[src/rtl/funnel_path_smoother_top_macros.svh]
// ----------------------------------------------------------------------------
// funnel_path_smoother_top_macros: assertion macros
// Assertion macros used by the funnel smoother walker.
// ----------------------------------------------------------------------------
`ifndef FUNNEL_PATH_SMOOTHER_TOP_MACROS_SVH
`define FUNNEL_PATH_SMOOTHER_TOP_MACROS_SVH
// Implication checked on every rising clock edge outside reset.
`define FPS_ASSERT_IMP(lbl, clk, rst_n, ante, cons) \
  lbl: assert property (@(posedge clk) disable iff (!rst_n) (ante) |-> (cons)) \
    else $error("assertion failed");
// Next-cycle implication checked outside reset.
`define FPS_ASSERT_NXT(lbl, clk, rst_n, ante, cons) \
  lbl: assert property (@(posedge clk) disable iff (!rst_n) (ante) |=> (cons)) \
    else $error("assertion failed");
`endif

[src/rtl/fps_pkg.sv]
// ----------------------------------------------------------------------------
// fps_pkg: shared types and codes of the funnel path smoother
// Word structs for both channels and the command codes.
// ----------------------------------------------------------------------------
package fps_pkg;
  localparam int CoordBits = 24;

  localparam logic [1:0] CMD_START  = 2'd0;
  localparam logic [1:0] CMD_PORTAL = 2'd1;
  localparam logic [1:0] CMD_END    = 2'd2;

  typedef struct packed {
    logic [1:0]                  command;
    logic signed [CoordBits-1:0] a_x;
    logic signed [CoordBits-1:0] a_y;
    logic signed [CoordBits-1:0] b_x;
    logic signed [CoordBits-1:0] b_y;
  } in_word_t;

  typedef struct packed {
    logic signed [CoordBits-1:0] corner_x;
    logic signed [CoordBits-1:0] corner_y;
    logic                        is_last;
    logic                        overflowed;
  } out_word_t;
endpackage

[src/rtl/fps_queue.sv]
// ----------------------------------------------------------------------------
// fps_queue: two-entry word queue between the front and back parts
// Lets the input side keep taking words while the walk runs.
// ----------------------------------------------------------------------------
module fps_queue (
  input  logic              clk,
  input  logic              rst_n,
  input  logic              wr_valid,
  output logic              wr_ready,
  input  fps_pkg::in_word_t wr_data,
  output logic              rd_valid,
  input  logic              rd_ready,
  output fps_pkg::in_word_t rd_data
);
  fps_pkg::in_word_t mem_r [2];
  logic       wp_r, wp_nxt, rp_r, rp_nxt;
  logic [1:0] cnt_r, cnt_nxt;
  logic       do_wr, do_rd;

  assign wr_ready = (cnt_r != 2'd2);
  assign rd_valid = (cnt_r != 2'd0);
  assign rd_data  = mem_r[rp_r];
  assign do_wr    = wr_valid && wr_ready;
  assign do_rd    = rd_valid && rd_ready;

  // pointer and fill count update
  always_comb begin
    wp_nxt  = wp_r ^ do_wr;
    rp_nxt  = rp_r ^ do_rd;
    cnt_nxt = cnt_r + {1'b0, do_wr} - {1'b0, do_rd};
  end

  always_ff @(posedge clk) begin
    if (!rst_n) begin
      wp_r  <= 1'b0;
      rp_r  <= 1'b0;
      cnt_r <= 2'd0;
    end else begin
      wp_r  <= wp_nxt;
      rp_r  <= rp_nxt;
      cnt_r <= cnt_nxt;
    end
  end

  always_ff @(posedge clk) begin
    if (do_wr) begin
      mem_r[wp_r] <= wr_data;
    end
  end
endmodule

[config.mk]
export PLATFORM = sky130hd
export DESIGN_NAME = fps_queue
export DESIGN_NICKNAME = d
export VERILOG_FILES = /design/src/rtl/funnel_path_smoother_top_macros.svh /design/src/rtl/fps_pkg.sv /design/src/rtl/fps_queue.sv
export SDC_FILE = /design/constraint.sdc
export NUM_CORES = 1
export LEC_CHECK = 0
export ABC_AREA = 1
export BUFFER_PORTS_ARGS = -buffer_cell sky130_fd_sc_hd__buf_2
export CORE_ASPECT_RATIO = 0.75
export CORE_MARGIN = 2
export CORE_UTILIZATION = 52
export DETAILED_ROUTE_END_ITERATION = 8
export PLACE_DENSITY = 0.79
export RECOVER_POWER = 50
export SLEW_MARGIN = 10
export SYNTH_ARGS = -nofsm -noshare
export SYNTH_HDL_FRONTEND = slang
export SYNTH_SLANG_ARGS = --single-unit
[constraint.sdc]
create_clock -name clk -period 7.72 [get_ports clk]
set_input_delay 2.316 -clock clk [delete_from_list [all_inputs] [get_ports clk]]
set_output_delay 2.316 -clock clk [all_outputs]
set_load 0.005 [all_outputs]
# Yosys cells after proc, flatten, opt, wreduce, memory -nomap -nowiden
# Memories as Yosys holds them, arrays and structs flattened. A register that Yosys moved wholly into a read port is not among the register bits.
# Index checks and enable logic that the tools add are counted.
# op_classes
magnitude_cmp	0
mul	0
add_sub_neg	2
n_div	0
shifts	0
mux	3
n_bitwise	2
reduce_logical	3
n_eq_ne	1
# op_table
operator	count
2-to-1 mux 1 bit	3
adder 2 x 1 -> 2 bit	1
logical AND 1 bit	2
!= test 2 bit (second input constant)	1
nonzero test 2 bit	1
subtractor 2 x 1 -> 2 bit	1
bitwise XOR 1 bit	2
# totals
rom_bits	0
word_cells	15
latchBits	0
mem_bits_rw	196
ff_bits	4
input_bits	102
n_memories	1
out_inout_bits	100
# memory_table
name	depth	word_bits	rd	rd_clocked_by_memory_dff	wr	line	source
mem_r	2	98	1	1	1	fps_queue.sv:15	fps_pkg::in_word_t mem_r [2];

# Logic depth before layout (Yosys ltp)
# logic_depth
word_depth	4
depth_mapped	11
ltp_nobuf	11

# Worst setup path before layout
# Ideal clock, no wire load.
# synth_timing
kind	input port to flip-flop
start	input port wr_valid
end	memory mem_r[1][0] in the netlist's numbering (enable)
stages	2
setup_ns	0.556
path_buffers	0
arrival_ns	6.522
required_time_ns	7.164
setup_slack_ns	0.642
path_cell_list	nand2_1 > nor2_1
# synth_via
elab_chain_cells	3
# synth_rtl
element	line	source
from (decl)	fps_queue.sv:8	input logic wr_valid,
logical AND 1 bit	fps_queue.sv:23	assign do_wr = wr_valid && wr_ready;
2-to-1 mux 1 bit	fps_queue.sv:46	if (do_wr) begin
2-to-1 mux 1 bit (implied by the code)	fps_queue.sv:47	mem_r[wp_r] <= wr_data;
to (decl)	fps_queue.sv:15	
# No other way between the ends.

# Worst setup path after layout
# layout_timing
start	input port wr_valid
end	memory mem_r[1][62] in the netlist's numbering (enable)
# The elaborated chain is that of the path after synthesis.

==> results.yml <==
synth:
  synthDominantCellAreaShare_pct: 79.7
  synth_ff_type: "edfxtp_1"
  synth.most_common_cell: "edfxtp_1"
  synth_nets: 445
  yosysWarnings: 0
  syn_avg_cell_area_sq_um: 21.7
  ys_types: 13
  yosysSeqAreaShare_pct: 81.0
  yosys-top-cells-count: "196 x edfxtp_1, 78 x mux2_2, 20 x mux2_4"
  synthTopCellsByArea: "edfxtp_1 80%, mux2_2 12%, mux2_4 4.1%"
  async_flop_share_pct: 0
  synth_cells: 341
  yosysTopAreaCell: "edfxtp_1"
  synth_edf_count: 196
  synthesis.area_sq_mm: 0.00739
  synth_seq_cells: 201
route:
  wire_per_inst_microns: 18.1
  drt-initial-drc-count: 211
  viasPerCell: 5.09
  dr.max_layer_used: "met4"
  drc: 0
  wl_met2_microns: 6740
  dr.pass1.iters: 4
  route.met3.wl_microns: 1050
  m1WireLength_microns: 5490
  postRouteAntennaNets: 0
  routed_wl_microns: 13500
  via_count: 3796
setup_path:
  cp-end-kind: "register"
  critPathMaxStageDelay_ns: 2.44
  critPathMaxFanout: 60
  r2r_slack_ns: 3.21
  crit_type: "in2reg"
  critPathTopFamily: "simple AND/OR/NAND/NOR gates"
  cp_data_arrival_time_ns: 5.97
  cp-startpoint: "wr_valid"
  crit_chain: "buf_2, nand2_1, nor2_1, buf_4"
  worstSetupPathDepth: 4
  reg2reg_to: "mem_r[1][62]"
  crit_buf_inv: 2
  cp_data_required_time_ns: 7.83
  timing.rr.start: "cnt_r[0]"
  crit_end: "mem_r[1][62]"
  crit_path_start_kind: "input pin"
  cp_slowest_cell: "nor2_1"
  reg2reg_depth: 5
layout:
  area_delta_synth_final_pct: 23.2
  utilization_pct: 65.9
  layout.nets: 660
  drive_above_1_share_pct: 47.9
  fin_cells: 746
sta:
  relSlewSlack_pct: -122
  fin_crit_ns: 5.86
  fin_tns_setup_ns: 0
  max_freq_mhz: 171
  slew_viol_final: 75
  rsz0062_at_grt: "no"
  tightest_slew_ns: 3.31
  skew_ns: 0.0148
  finalSetupViolations: 0
  period_share_pct: 75.9
  hold_viol: 0
min_path:
  min_path_type: "reg2reg"
flow_run:
  cap_violations: 2
pwr:
  power_leakage_nw: 3.34
  comb_power_share_pct: 21.3
  pwr-share-seq_pct: 49.3
  switching_share_pct: 25.3
  power.internal_mw: 2.26
  powerDensity_mw_per_mm2: 333
  power_mw: 3.03
  switchingPower_uw: 768
  p_clk_share_pct: 29.5
  ir_drop_mv: 0.241
global_routing:
  grt_pass1_wl_microns: 20600
  track_usage_pct: 17.7
  overflow: 0
  grt_pass1_vias: 4000
  grt_max_degree: 66
  antenna_found_initial: 1
floorplan:
  design.core.area_sq_mm: 0.0138
  initial_core_util_pct: 53.5
  core.rowCount: 37
  dieArea_sq_mm: 0.0152
  die_x_microns: 142
  die_h_microns: 107
  io_pins: 202
place:
  post-place-cells: 709
  numPortBuffers: 201
  place_congestion: 0.724
  dp_hpwl_microns: 8730
cts:
  cts_sinks: 201
  cts_hold_buf: 0
  cts_made_buffers: 20
  clock_latency_ns: 0.49
  postCtsSetupBuffers: 0
  clock_path_buffers: 3
  cts_tree: "built"
  clockRootBuffer: "clkbuf_16"
  htreeDepth: 1
  cts-resized-gates: 0
  clkSlewWorstSetupHoldPaths_ns: 0.06
status:
  violations: "max-capacitance violations, max-slew violations"
  status: "complete, but fails checks"
-- flip-flops by register name (all words and copies together), names as in the netlist, named ones only --
register	cells
mem_r	196
wp_r	1
rp_r	1
cnt_r	2
-- routing by layer --
metal / GRT usage (%) / up-vias
li1: - / 1756
met1: 21.8 / 1861
met2: 30.9 / 156
met3: 5.36 / 23
met4: 4.36 / 0
met5: 0 / -
-- how the worst min path moves through the flow --
stage / to / startpoint / depth (start not counted)
6_report: register / rp_r / 2
5_1_grt: rp_r / rp_r / 2
4_1_cts: register / rp_r / 2
3_5_place_dp: register / rp_r / 2
3_3_place_gp: rp_r / rp_r / 2
2_1_floorplan: register / rp_r / 2
-- layout make-up --
| class | count | area, sq um |
|---|---|---|
| inverters | 9 | 33.8 |
| well taps | 175 | 219 |
| repair buffers | 204 | 957 |
| fillers | 982 | 4700 |
| clock inverters | 11 | 88.8 |
| flip-flops and latches | 201 | 5990 |
| clock buffers | 25 | 519 |
| diodes | 1 | 2.50 |
| multi-input cells | 120 | 1290 |
-- tightest hold or removal path, delay by kind of cell, from the launching register on --
family	cells	cell delay [ns]
flip-flops	1	0.33
AND/OR/NAND/NOR	2	0.14
-- power groups by stage --
stage,Combinational (mW),Sequential [mW],Clock (mW)
2_1_floorplan,0.423,1.49,0
3_3_place_gp,0.651,1.50,0
3_5_place_dp,0.665,1.52,0
4_1_cts,0.671,1.49,0.915
5_1_grt,0.705,1.51,0.961
6_report,0.645,1.49,0.893
-- per-stage QoR --
| step | instance area, sq um | hold slack, ns | setup slack [ns] |
|---|---|---|---|
| floorplan | 7390 | 0.467 | 0.642 |
| global route | 9090 | 0.533 | 1.51 |
| global placement | 8580 | 0.481 | 3.05 |
| CTS | 9190 | 0.509 | 2.75 |
| detailed placement | 8580 | 0.482 | 2.98 |
| finish | 9100 | 0.509 | 1.86 |
-- cells by family (layout without fill, tap and decap cells) --
group / count (synthesis) / count (layout) / share of synthesized area, %
multiplexers: 98 / 98 / 16.0
XOR/XNOR: 1 / 1 / 0.119
AO/OA/AOI/OAI: 1 / 1 / 0.0677
buffers and inverters: 20 / 249 / 1.54
adder cells (fa/ha/maj): 2 / 2 / 0.339
flip-flops: 201 / 201 / 81.0
AND/OR/NAND/NOR: 18 / 18 / 0.932
other: 0 / 1 / 0
-- placed cells by master (no fill, tap or decap), types with 2 or more instances in the layout --
| cell | n |
|---|---|
| clkbuf_16 | 20 |
| nand2_1 | 9 |
| edfxtp_1 | 196 |
| buf_4 | 3 |
| clkinv_2 | 4 |
| nor2_1 | 8 |
| clkinv_1 | 4 |
| mux2_2 | 78 |
| mux2_4 | 20 |
| buf_2 | 144 |
| dfxtp_1 | 4 |
| inv_1 | 9 |
| clkbuf_1 | 62 |
| ha_1 | 2 |
Note: power is estimated with default switching activity, not from simulation.
